### src/ttce_pkg.sv
// ----------------------------------------------------------------------------
// ttce_pkg: shared types and constants for the text terminal cursor engine
// grid geometry, character codes, result kinds and the result record
// ----------------------------------------------------------------------------
`default_nettype none

package ttce_pkg;

  localparam int COLUMNS = 80;
  localparam int ROWS    = 25;

  localparam int ROW_W  = 5;
  localparam int COL_W  = 7;
  localparam int CHAR_W = 8;
  localparam int ATTR_W = 8;

  // configuration port
  localparam int CFG_IDX_W = 4;
  localparam int CFG_DAT_W = 8;
  localparam logic [CFG_IDX_W-1:0] REG_TEXT_COLOR = 4'd0;
  localparam logic [CFG_IDX_W-1:0] REG_IS_ACTIVE  = 4'd1;
  localparam logic [ATTR_W-1:0]    TEXT_COLOR_RST = 8'd7;

  // character codes
  localparam logic [CHAR_W-1:0] CODE_NEWLINE   = 8'h0A;
  localparam logic [CHAR_W-1:0] CODE_RETURN    = 8'h0D;
  localparam logic [CHAR_W-1:0] CODE_BACKSPACE = 8'h08;
  localparam logic [CHAR_W-1:0] CODE_SPACE     = 8'h20;
  localparam logic [CHAR_W-1:0] CODE_PRINT_LO  = 8'h20;
  localparam logic [CHAR_W-1:0] CODE_PRINT_HI  = 8'h7E;

  // result item payload widths
  localparam int OUT_DATA_W = 32;  // row, column, glyph, color, zero fill
  localparam int OUT_USER_W = 2;

  typedef enum logic [1:0] {
    KIND_WRITE  = 2'd0,
    KIND_SCROLL = 2'd1,
    KIND_MOVE   = 2'd2
  } kind_t;

  typedef struct packed {
    kind_t             kind;
    logic [ROW_W-1:0]  row;
    logic [COL_W-1:0]  column;
    logic [CHAR_W-1:0] glyph;
    logic [ATTR_W-1:0] color;
    logic              last;
  } result_t;

  localparam result_t RESULT_NONE = '{kind: KIND_WRITE, row: '0, column: '0,
                                      glyph: '0, color: '0, last: 1'b0};

endpackage

`default_nettype wire

### src/text_terminal_cursor_engine.sv
// the first result item of a character is offered in the cycle after it is taken
// throughput: one character per cycle while each yields at most one result item and
//   the output is not stalled; a character with n > 1 result items (n is at most 3)
//   holds the input while the single result channel drains the three-entry buffer
// reset (rst_n low, synchronous): cursor at row 0 column 0, text color 7,
//   terminal active, result buffer empty
// ----------------------------------------------------------------------------
// text_terminal_cursor_engine: cursor tracking for a text-mode terminal
// turns character bytes into cell writes, scroll-up and cursor-move commands
// ----------------------------------------------------------------------------
`default_nettype none

module text_terminal_cursor_engine (
  input  wire logic                              clk,
  input  wire logic                              rst_n,
  // character input
  input  wire logic                              in_tvalid,
  output logic                                   in_tready,
  input  wire logic [ttce_pkg::CHAR_W-1:0]       in_tdata,   // [7:0] char_code
  // command output
  output logic                                   out_tvalid,
  input  wire logic                              out_tready,
  output logic [ttce_pkg::OUT_DATA_W-1:0]        out_tdata,  // [4:0] row, [11:5] column,
                                                             // [19:12] glyph, [27:20] color,
                                                             // [31:28] zero
  output logic [ttce_pkg::OUT_USER_W-1:0]        out_tuser,  // [1:0] kind
  output logic                                   out_tlast,  // last command of a character
  // register writes
  input  wire logic                              cfg_valid,
  output logic                                   cfg_ready,
  input  wire logic [ttce_pkg::CFG_IDX_W-1:0]    cfg_index,
  input  wire logic [ttce_pkg::CFG_DAT_W-1:0]    cfg_data
);
  import ttce_pkg::*;

  // grid edges at the cursor widths
  localparam logic [COL_W:0] COL_LIMIT = (COL_W+1)'(COLUMNS);
  localparam logic [ROW_W:0] ROW_LIMIT = (ROW_W+1)'(ROWS);
  localparam logic [COL_W-1:0] COL_END = COL_W'(COLUMNS - 1);
  localparam logic [ROW_W-1:0] ROW_END = ROW_W'(ROWS - 1);

  // configuration registers
  logic [ATTR_W-1:0] text_color_r;
  logic              is_active_r;

  // cursor state
  logic [ROW_W-1:0] cur_row_r, cur_row_nxt;
  logic [COL_W-1:0] cur_col_r, cur_col_nxt;

  // result buffer: slot 0 drives the output ports
  result_t    slot_r   [3];
  result_t    slot_nxt [3];
  logic [1:0] cnt_r, cnt_nxt;

  // results of the character at the input
  result_t    res   [3];
  logic [1:0] res_n;

  logic in_acc, out_acc;
  logic printable, do_write, do_scroll, do_move;
  logic [CHAR_W-1:0] glyph;
  logic [ROW_W-1:0]  wr_row;
  logic [COL_W-1:0]  wr_col;
  logic [COL_W:0]    col_inc;
  logic [ROW_W:0]    row_inc;

  assign cfg_ready = 1'b1;

  // a new character may enter when the buffer is empty or empties in this cycle
  assign in_tready = (cnt_r == 2'd0) || ((cnt_r == 2'd1) && out_tready);
  assign in_acc    = in_tvalid && in_tready;
  assign out_acc   = out_tvalid && out_tready;

  assign out_tvalid = (cnt_r != 2'd0);
  assign out_tdata  = {4'b0, slot_r[0].color, slot_r[0].glyph,
                       slot_r[0].column, slot_r[0].row};
  assign out_tuser  = slot_r[0].kind;
  assign out_tlast  = slot_r[0].last;

  assign printable = (in_tdata >= CODE_PRINT_LO) && (in_tdata <= CODE_PRINT_HI);
  assign col_inc   = {1'b0, cur_col_r} + 1'b1;
  assign row_inc   = {1'b0, cur_row_r} + 1'b1;

  // cursor update and the flags of the commands this character causes
  always_comb begin
    cur_row_nxt = cur_row_r;
    cur_col_nxt = cur_col_r;
    do_write    = 1'b0;
    do_scroll   = 1'b0;
    do_move     = 1'b0;
    glyph       = in_tdata;
    wr_row      = cur_row_r;
    wr_col      = cur_col_r;
    if (printable) begin
      do_write = 1'b1;
      do_move  = is_active_r;
      if (col_inc >= COL_LIMIT) begin
        // wrap to the next row, scroll at the bottom
        cur_col_nxt = '0;
        if (row_inc >= ROW_LIMIT) begin
          cur_row_nxt = ROW_END;
          do_scroll   = 1'b1;
        end else begin
          cur_row_nxt = row_inc[ROW_W-1:0];
        end
      end else begin
        cur_col_nxt = col_inc[COL_W-1:0];
      end
    end else if (in_tdata == CODE_NEWLINE) begin
      do_move     = is_active_r;
      cur_col_nxt = '0;
      if (row_inc >= ROW_LIMIT) begin
        cur_row_nxt = ROW_END;
        do_scroll   = 1'b1;
      end else begin
        cur_row_nxt = row_inc[ROW_W-1:0];
      end
    end else if (in_tdata == CODE_RETURN) begin
      cur_col_nxt = '0;
    end else if (in_tdata == CODE_BACKSPACE) begin
      do_write = 1'b1;
      do_move  = is_active_r;
      glyph    = CODE_SPACE;
      if (cur_col_r == '0) begin
        // step back to the end of the previous row, origin stays put
        if (cur_row_r != '0) begin
          cur_col_nxt = COL_END;
          cur_row_nxt = cur_row_r - 1'b1;
        end
      end else begin
        cur_col_nxt = cur_col_r - 1'b1;
      end
      wr_row = cur_row_nxt;
      wr_col = cur_col_nxt;
    end
  end

  // pack the commands in order: write, scroll, move
  always_comb begin
    for (int i = 0; i < 3; i++) begin
      res[i] = RESULT_NONE;
    end
    res_n = 2'd0;
    if (do_write) begin
      res[res_n] = '{kind: KIND_WRITE, row: wr_row, column: wr_col,
                     glyph: glyph, color: text_color_r, last: 1'b0};
      res_n = res_n + 1'b1;
    end
    if (do_scroll) begin
      res[res_n] = '{kind: KIND_SCROLL, row: '0, column: '0,
                     glyph: '0, color: '0, last: 1'b0};
      res_n = res_n + 1'b1;
    end
    if (do_move) begin
      res[res_n] = '{kind: KIND_MOVE, row: cur_row_nxt, column: cur_col_nxt,
                     glyph: '0, color: '0, last: 1'b0};
      res_n = res_n + 1'b1;
    end
    if (res_n != 2'd0) begin
      res[res_n - 1'b1].last = 1'b1;
    end
  end

  // buffer: load on a new character, shift down as items leave
  always_comb begin
    slot_nxt = slot_r;
    cnt_nxt  = cnt_r;
    if (in_acc) begin
      slot_nxt = res;
      cnt_nxt  = res_n;
    end else if (out_acc) begin
      slot_nxt[0] = slot_r[1];
      slot_nxt[1] = slot_r[2];
      cnt_nxt     = cnt_r - 1'b1;
    end
  end

  always_ff @(posedge clk) begin
    slot_r <= slot_nxt;
    if (!rst_n) begin
      cnt_r        <= 2'd0;
      cur_row_r    <= '0;
      cur_col_r    <= '0;
      text_color_r <= TEXT_COLOR_RST;
      is_active_r  <= 1'b1;
    end else begin
      cnt_r <= cnt_nxt;
      if (in_acc) begin
        cur_row_r <= cur_row_nxt;
        cur_col_r <= cur_col_nxt;
      end
      if (cfg_valid && cfg_ready) begin
        case (cfg_index)
          REG_TEXT_COLOR: text_color_r <= cfg_data;
          REG_IS_ACTIVE:  is_active_r  <= cfg_data[0];
          default:        ;
        endcase
      end
    end
  end

`ifndef ASSERT_OFF
  // cursor never leaves the grid
  a_cursor_in_grid: assert property (@(posedge clk) disable iff (!rst_n)
    ({1'b0, cur_row_r} < ROW_LIMIT) && ({1'b0, cur_col_r} < COL_LIMIT))
    else $error("cursor outside the grid");

  // the item on the output is marked last exactly when it is the only one left
  a_last_marks_end: assert property (@(posedge clk) disable iff (!rst_n)
    out_tvalid |-> (out_tlast == (cnt_r == 2'd1)))
    else $error("tlast does not match buffer fill");

  // a new character never overwrites results still waiting
  a_no_overrun: assert property (@(posedge clk) disable iff (!rst_n)
    (in_tvalid && in_tready && out_tvalid) |-> (out_tready && cnt_r == 2'd1))
    else $error("input taken while results pending");

  // a waiting item holds until it is taken
  a_hold_stall: assert property (@(posedge clk) disable iff (!rst_n)
    (out_tvalid && !out_tready) |=> (out_tvalid && $stable(out_tdata)
                                     && $stable(out_tuser) && $stable(out_tlast)))
    else $error("stalled output item changed");
`endif

endmodule

`default_nettype wire

### config.mk
export PLATFORM = sky130hd
export DESIGN_NAME = text_terminal_cursor_engine
export DESIGN_NICKNAME = d
export VERILOG_FILES = /design/src/ttce_pkg.sv /design/src/text_terminal_cursor_engine.sv
export SDC_FILE = /design/constraint.sdc
export NUM_CORES = 1
export LEC_CHECK = 0
export CORE_MARGIN = 1.5
export CORE_UTILIZATION = 30
export DETAILED_ROUTE_END_ITERATION = 16
export DONT_BUFFER_PORTS = 1
export PLACE_DENSITY_LB_ADDON = 0.2
export REMOVE_ABC_BUFFERS = 1
export SYNTH_ARGS = -nofsm -noshare
export SYNTH_HDL_FRONTEND = slang
export SYNTH_SLANG_ARGS = --single-unit
### constraint.sdc
create_clock -name clk -period 5.85 [get_ports clk]
set_input_delay 0.585 -clock clk [delete_from_list [all_inputs] [get_ports clk]]
set_output_delay 0.585 -clock clk [all_outputs]
set_load 0.1 [all_outputs]
# After elaboration in Yosys (flattened, before gate mapping)
# Index checks and enable logic that the tools add are counted.
# word_totals
register_bits,116
out_inout_bits,38
# classes
n_eq_ne,5
muxes,55
reduce_logical,17
n_bitwise,6
magnitude_cmp,10
addsub,8
# ops
cell,count
$mux W93,3
$bwmux W93,2
$demux W31 S2,3
$mux W62,2
$and A90 B90 Y90,1
$not A90 Y90,1
$mux W7,10
$mux W31,2
$mux W5,10
$mux W8,4
$mux W29,1
$eq A8 B4 Y1 const B,3
$mux W1,14
$ge A3 B3 Y1 const B,3
$lt A3 B1 Y1 const B,3
$not A2 Y3,3
$add A7 B1 Y8 const B,1
$ge A8 B6 Y1 const B,1
$ge A8 B7 Y1 const B,1
$le A8 B7 Y1 const B,1
$mux W2,4
$logic_and A1 B1 Y1,7
$logic_not A7 Y1,1
$sub A7 B1 Y7 const B,1
other kinds (14),19

# Depth between registers and ports, before layout
# Gate-level depths: netlist (run 1).
# logic_depth
word_depth,19
ltp_mapped,13

# Worst setup path before layout (run 1)
# No wires, ideal clock.
# synth_timing
path_kind,flip-flop to flip-flop
startpoint,register cur_col_r[0]
endpoint,"register slot_r[58] (netlist bit), data pin"
slack_ns,2.999
t_arrival_ns,2.706
path_stages_with_launch,12
cell_sequence,dfxtp_1 -> ha_1 -> nand3_2 -> or4_1 -> nand2_1 -> a21oi_1 -> nor2_1 -> ha_1 -> clkbuf_1 -> or3_1 -> buf_2 -> o21ai_1
# synth_rtl
element,line_no,text
"start, declared",text_terminal_cursor_engine.sv:48,"logic [COL_W-1:0] cur_col_r, cur_col_nxt;"
"start signal, assigned",text_terminal_cursor_engine.sv:190,cur_col_r <= cur_col_nxt;
"end signal, assigned",text_terminal_cursor_engine.sv:179,slot_r <= slot_nxt;
"end, declared",text_terminal_cursor_engine.sv:51,result_t slot_r [3];

==> results.md, run 1 <==
- Die width: 129 um
- Worst Path Required: about 5.9 ns
- Relative slew margins: 0.218
- Crit path max fanout: 46
- CTS sink cnt: 83
- H-tree Lvls: 3
- Synthesized area per cell: between 10 and 15 sq um
- Unrepaired setup endpoints after global routing: false
- GRT met1 Usage: 0.206
- Async SR Flop Fraction: 0
- Final hold vios: 0
- Synth Flop Type: edfxtp_1
- Syn Std Cell Area: 4780 sq um
- Synth top area cells: edfxtp_1, dfxtp_1, buf_4
- Count leader, synth: edfxtp_1
- Yosys warns: 0
- Status: completed
- Final net count: 473
- Post-synth EDFFs: 60
- Die height: 129 um
- Total CTS buffers: 9
- CP max stage cell: clkinv_1
- Antenna violations before repair: 0
- Combinational fraction of design power: 0.193
- Starting density of the core: 0.311
- Largest net degree at the start of global routing: 48
- Worst-skew pair later-pin latency: between 0.3 and 0.4 ns
- Cell-internal power: between 1 and 1.5 mW
- Worst EP arrival: between 3 and 4 ns
- CTS clk-pin slew, worst paths: about 0.060 ns
- DRC viols: 0
- Worst clock skew: approximately 0.0066 ns
- Clk pwr share: 0.242
- Cell count after synthesis: about 480
- Switch Pwr: 1.03 mW
- Leak Pwr: 1.74 nW
- GRT Residual Overflow: 0
- Final setup fails: 0
- Number of max-cap violations: 0
- Slowest stage delay, CP: 0.81 ns
- Core ar.: ~15000 sq um
- Met3 usage: 0.0326
- Crit end category: flip-flop
- # diodes: 0
- WL final: 12.5 mm
- Sequential area share after synthesis: 0.473
- Yosys top cell area share: 0.377
- Placed inst area: between 4000 and 5000 sq um
- Post-CTS sizing: 0
- Post-synth top area cell: edfxtp_1
- Finished Cell Area: 5010 sq um
- Hold Path Class: in2reg
- Crit path buffers/inverters: 3
- Worst-margin pin slew: between 1 and 1.5 ns
- Cts hold-fix bufs: 0
- CP delay by family, top: buffers and inverters
- Clock root buffer master: clkbuf_16
- GR peak layer: met2
- DR vias/cell: about 5.3
- Cell Pwr Density: 449 nW/um^2
- Maximum VDD drop: 0.000157 V
- Number of synthesized register bits: 83
- TNS Setup: 0 ns
- Period minus WS final: 3.88 ns
- Via count: approximately 3400
- Switching Fraction: 0.456
- Max Transition Viols Final: 0
- Maximum clock rate: 258 MHz
- Final weighted congestion in routability-driven placement: 0.902
- Final Cycle Share: 0.663
- Seq pwr share: 0.565
- Met2 Track Usage GR: 0.258
- # fillers: 1582
- Top cells by count, synth: edfxtp_1, nand2_1, nor2_1, buf_4, dfxtp_1
- Cell Chain, Critical Path: inv_1 > ha_1 > a21o_1 > nand2_1 > buf_4 > clkinv_1 > nand3_1 > o221ai_1
- Drt first pass iters: 5
- Row cnt: 45
- Synth-to-layout area growth: 4.76%
- Die Area: roughly 17000 sq um
- Routed length per instance: around 19 um
- CTS tree: yes
- Setup crit start kind: flip-flop
- Area of the multi-input gates: 2110 sq um
- DPL Wire Length: 8.67 mm
- Post-CTS Setup Bufs: 0
- Worst R2R Setup Slack: 1.97 ns
- Register Area: around 2300 sq um
- Ports: 63
- Setup CP Type: reg2reg
- Initial DRC Count: roughly 310
- PortBufs: 0
- Share of cells above drive strength 1: 0.108
- Clock Tree Buf Depth: 2
- Global-route wire length before repair: 19.9 mm
- Remaining antenna violation count after routing: 0
- Gr usage total: 0.159
- Vias in the first global route: around 3400
- Yosys cell types: 77
==> cell type report <==
type,instances,area share
Clock buffer,12,0.0512
Timing Repair Buffer,3,0.00450
Multi-Input combinational cell,323,0.421
Tap cell,211,0.0527
Clock inverter,4,0.00500
Sequential cell,83,0.452
Inverter,18,0.0135
==> sequential cells by signal, indices dropped and copies added (netlist names) <==
name          cells
cur_row_r         5
out_tdata        28
text_color_r      8
is_active_r       1
cnt_r             2
cur_col_r         7
out_tuser         2
out_tlast         1
slot_r           29
==> cells in the final DEF (no fill, tap or decap), drive strengths merged, types with 7 or more instances in the layout <==
| master | count |
|---|---|
| edfxtp | 60 |
| inv | 17 |
| clkbuf | 12 |
| o21ai | 37 |
| ha | 10 |
| nor4 | 7 |
| dfxtp | 23 |
| nor2 | 40 |
| nand3 | 13 |
| nand2 | 46 |
| nor3 | 15 |
| mux2i | 15 |
| o221ai | 8 |
| a21oi | 21 |
| and3 | 19 |
==> layer usage <==
layer	share of wire	wire length [um]
met5	0	0
met3	0.049	616
met4	0.018	221
met2	0.49	6090
met1	0.44	5540
==> per-stage QoR <==
step | util | std cells | power, mW | setup WS [ns] | hold WS, ns
6_report | 0.326 | 654 | 2.25 | 1.97 | 0.297
5_1_grt | 0.326 | 654 | 2.35 | 1.56 | 0.294
4_1_cts | 0.326 | 654 | 2.27 | 1.87 | 0.288
3_5_place_dp | 0.307 | 638 | 1.72 | 1.89 | 0.451
3_3_place_gp | 0.307 | 638 | 1.72 | 1.91 | 0.449
2_1_floorplan | - | 424 | 1.59 | 1.75 | 0.431
==> power groups by stage <==
stage                     clock network [mW]  registers (mW)  logic [mW]
after floorplan                            0            1.26       0.331
after global placement                     0            1.29       0.430
after detailed placement                   0            1.29       0.434
after CTS                              0.556            1.27       0.436
after global routing                   0.576            1.29       0.482
final                                  0.543            1.27       0.434
==> final timing paths <==
path                                startpoint                            to  depth (start not counted)
setup / recovery         cnt_r[0]$_SDFFE_PN0P_       out_tdata[10]$_DFFE_PP_                          8
hold / removal                           rst_n  text_color_r[0]$_SDFFE_PN1P_                          1
setup reg to reg         cnt_r[0]$_SDFFE_PN0P_       out_tdata[10]$_DFFE_PP_                          8
hold reg to reg   text_color_r[0]$_SDFFE_PN1P_  text_color_r[0]$_SDFFE_PN1P_                          2
==> cells by family (layout without fill, tap and decap cells) <==
group | Yosys count | count (layout) | synth area share
fa+ha+maj | 10 | 10 | 0.0262
flops | 83 | 83 | 0.473
compound gates | 112 | 112 | 0.167
mux | 17 | 17 | 0.0369
other cells | 2 | 6 | 0.00157
xor+xnor | 5 | 5 | 0.00916
simple gates | 173 | 173 | 0.197
buf+inv | 75 | 37 | 0.0885
Power figures use the tool's default switching activity.
==> inputs of run 2 (changes only) <==
--- a/config.mk
+++ b/config.mk
@@ -5,6 +5,7 @@
 export SDC_FILE = /design/constraint.sdc
 export NUM_CORES = 1
 export LEC_CHECK = 0
+export ABC_AREA = 1
 export CORE_MARGIN = 1.5
 export CORE_UTILIZATION = 30
 export DETAILED_ROUTE_END_ITERATION = 16
==> constraint.sdc (replaced) <==
create_clock -name clk -period 3.23 [get_ports clk]
set_input_delay 0.323 -clock clk [delete_from_list [all_inputs] [get_ports clk]]
set_output_delay 0.323 -clock clk [all_outputs]
set_load 0.1 [all_outputs]
==> results.md, run 2 <==
- Status: completed
- Clock root buffer master: clkbuf_16
- Setup crit start kind: flip-flop
- Largest net degree at the start of global routing: 31 (-35%)
- Worst-margin pin slew: 0.950 ns (-0.214 ns)
- Most frequent cells in the layout: nand2_1, inv_1, edfxtp_1
- # fillers: 1703 (+7.6%)
- Setup CP Type: reg2reg
- WL final: 12.3 mm (-1.7%)
- Synth-to-layout area growth: 6.33%
- DR vias/cell: 4.72 (-10%)
- DPL Wire Length: 8.73 mm (+0.76%)
- CTS tree: yes
- Final net count: 621 (+31%)
- Cell count after synthesis: 615 (+29%)
- Post-CTS sizing: 0 (unchanged)
- Relative slew margins: 0.368 (+0.151)
- Minimum hold slack: 0.110 ns (-0.187 ns)
- Sequential area share after synthesis: 0.462 (-0.0115)
- Post-synth top area cell: edfxtp_1
- Cell Pwr Density: 1100 nW/um^2 (+150%)
- Post-synth EDFFs: 60 (unchanged)
- Drt first pass iters: 4 (-1)
- Number of synthesized register bits: 83 (unchanged)
- # diodes: 0 (unchanged)
- Synthesized area per cell: 7.96 sq um (-21%)
- Ports: 63 (unchanged)
- Via count: 3806 (+11%)
- Max Transition Viols Final: 0 (unchanged)
- Final weighted congestion in routability-driven placement: 0.915 (+1.5%)
- Cell-internal power: 2.67 mW (+120%)
- PortBufs: 0 (unchanged)
- Vias in the first global route: 3612 (+6.0%)
- Cts hold-fix bufs: 0 (unchanged)
- Crit end category: flip-flop
- Crit path max fanout: 11 (-76%)
- Share of cells above drive strength 1: 0.0964 (-0.0119)
- Die Area: 17100 sq um (+2.4%)
- CTS sink cnt: 83 (unchanged)
- Post-CTS Setup Bufs: 0 (unchanged)
- Synth top area cells: edfxtp_1, nand2_1, dfxtp_1
- Row cnt: 46 (+2.2%)
- Antenna violations before repair: 0 (unchanged)
- Die width: 131 um (+1.2%)
- Maximum VDD drop: 0.000548 V (+250%)
- Initial DRC Count: 225 (-27%)
- Pre-CTS WS: 0.0755 ns (-1.81 ns)
- Final hold vios: 0 (unchanged)
- Yosys top cell area share: 0.368 (-0.00915)
- GRT Residual Overflow: 0 (unchanged)
- Number of max-cap violations: 0 (unchanged)
- Register with the most flip-flops: slot_r
- Combinational fraction of design power: 0.267 (+0.074)
- Switch Pwr: 3.07 mW (+200%)
- Async SR Flop Fraction: 0 (unchanged)
- Clk pwr share: 0.185 (-0.057)
- Period minus WS final: 3.00 ns (-0.876 ns)
- Yosys warns: 0 (unchanged)
- DRC viols: 0 (unchanged)
- Count leader, synth: nand2_1
- Die height: 131 um (+1.2%)
- Final core occ: 0.327 (+0.000952)
- Worst clock skew: 0.00792 ns (+0.00137 ns)
- Worst EP arrival: 3.22 ns (-0.73 ns)
- Unrepaired setup endpoints after global routing: false
- Final setup fails: 0 (unchanged)
- Routed length per instance: 15.2 um (-20%)
- Commonest non-fill, non-tap cell in the layout: nand2_1
- Remaining antenna violation count after routing: 0 (unchanged)
- Worst-skew pair later-pin latency: 0.34 ns (about the same)
- Yosys cell types: 39 (-49%)
- Top cells by count, synth: nand2_1, inv_1, edfxtp_1, nand3_1, nor2_1
- Hold Path Class: in2reg
- Total CTS buffers: 9 (unchanged)
- Global-route wire length before repair: 19.3 mm (-3.2%)
- H-tree Lvls: 3 (unchanged)
- Worst Path Required: 3.45 ns (-2.47 ns)
- Maximum clock rate: 333 MHz (+29%)
- CTS clk-pin slew, worst paths: 0.07 ns (about the same)
- Switching Fraction: 0.535 (+0.0783)
- Leak Pwr: 2.34 nW (+34%)
- Core ar.: 15900 sq um (+3.7%)
- Clock Tree Buf Depth: 2 (unchanged)
- Synth Flop Type: edfxtp_1
- Largest register FFs: 29 (unchanged)
- Setup slack after layout: 0.229 ns (-1.74 ns)
- Starting density of the core: 0.307 (-0.00370)
- Final Cycle Share: 0.929 (+0.266)
- Seq pwr share: 0.549 (-0.016)
- Syn Std Cell Area: 4900 sq um (+2.5%)
- Gr usage total: 0.150 (-0.00841)
-- run 2: cell types whose count changed after synthesis, sizes merged, moves of 14 or more --
cell,change
a21oi,+17
mux2i,-15
inv,+55
nand3,+45
nand2,+129
nor2,+14
and3,-18
-- run 2: kinds of logic (layout without fill, tap and decap cells) --
kind of cell / Yosys count / count (layout) / synth area share
AOI/OAI and AO/OA: 80 / 80 / 0.0884
xor gates and xnor gates: 5 / 5 / 0.00894
adders and majority gates: 10 / 10 / 0.0255
other: 2 / 6 / 0.00153
buffers and inverters: 126 / 98 / 0.131
DFF: 83 / 83 / 0.462
and+or+nand+nor: 309 / 309 / 0.283
-- run 2: power groups by stage --
stage               clock network (mW)  registers, mW  logic, mW
floorplan                            0           3.12       1.12
global placement                     0           3.18       1.54
detailed placement                   0           3.18       1.55
CTS                               1.09           3.16       1.55
global route                      1.13           3.21       1.74
finish                            1.06           3.15       1.53
-- run 2: per-layer routing --
metal / part of all wire / GRT usage / vias up
met5: 0 / 0 / -
met4: 0.012 / 0.0614 / 0
met3: 0.047 / 0.0314 / 11
met2: 0.46 / 0.232 / 106
met1: 0.48 / 0.206 / 1769
li1: - / - / 1920
-- run 2: path summary, 6_finish.rpt --
path	from	to	slack, ns	cells after the start
worst min-delay path	rst_n	text_color_r[5]$_SDFFE_PN0P_	0.11	2
worst max-delay path	cur_col_r[0]$_SDFFE_PN0P_	slot_r[50]$_DFFE_PP_	0.23	14
worst min register to register	text_color_r[3]$_SDFFE_PN0P_	text_color_r[3]$_SDFFE_PN0P_	0.45	2
worst max register to register	cur_col_r[0]$_SDFFE_PN0P_	slot_r[50]$_DFFE_PP_	0.23	14
-- run 2: final cells by class --
class / instances / area (sq um) / area share
tap: 216 / 270 / 0.0519
sequential: 83 / 2260 / 0.434
clock inverter: 6 / 52.6 / 0.0101
inverter: 73 / 279 / 0.0536
timing repair buffer: 9 / 80.1 / 0.0154
clock buffer: 10 / 250 / 0.0480
multi-input combinational: 410 / 2010 / 0.387
-- run 2: worst max-delay path, cell delays in order, from the launching register on --
cell and delay [ns]:
dfxtp_1 0.46, ha_1 0.24, nand2_1 0.06, inv_1 0.10, nand4_1 0.09, nand2_1 0.12, nand2_2 0.13, nand3_1 0.13
nand2_1 0.06, a21oi_1 0.31, ha_1 0.33, or2_4 0.28, nor2_4 0.35, nand2_1 0.10, nand2_1 0.08
-- run 2: through the flow --
step	area (sq um)	setup TNS [ns]	cells	total power, mW
5_1_grt	5210	0	807	6.07
2_1_floorplan	4550	-55.15	566	4.24
4_1_cts	5210	0	807	5.80
3_3_place_gp	4900	0	791	4.72
3_5_place_dp	4900	0	791	4.72
6_report	5210	0	807	5.75
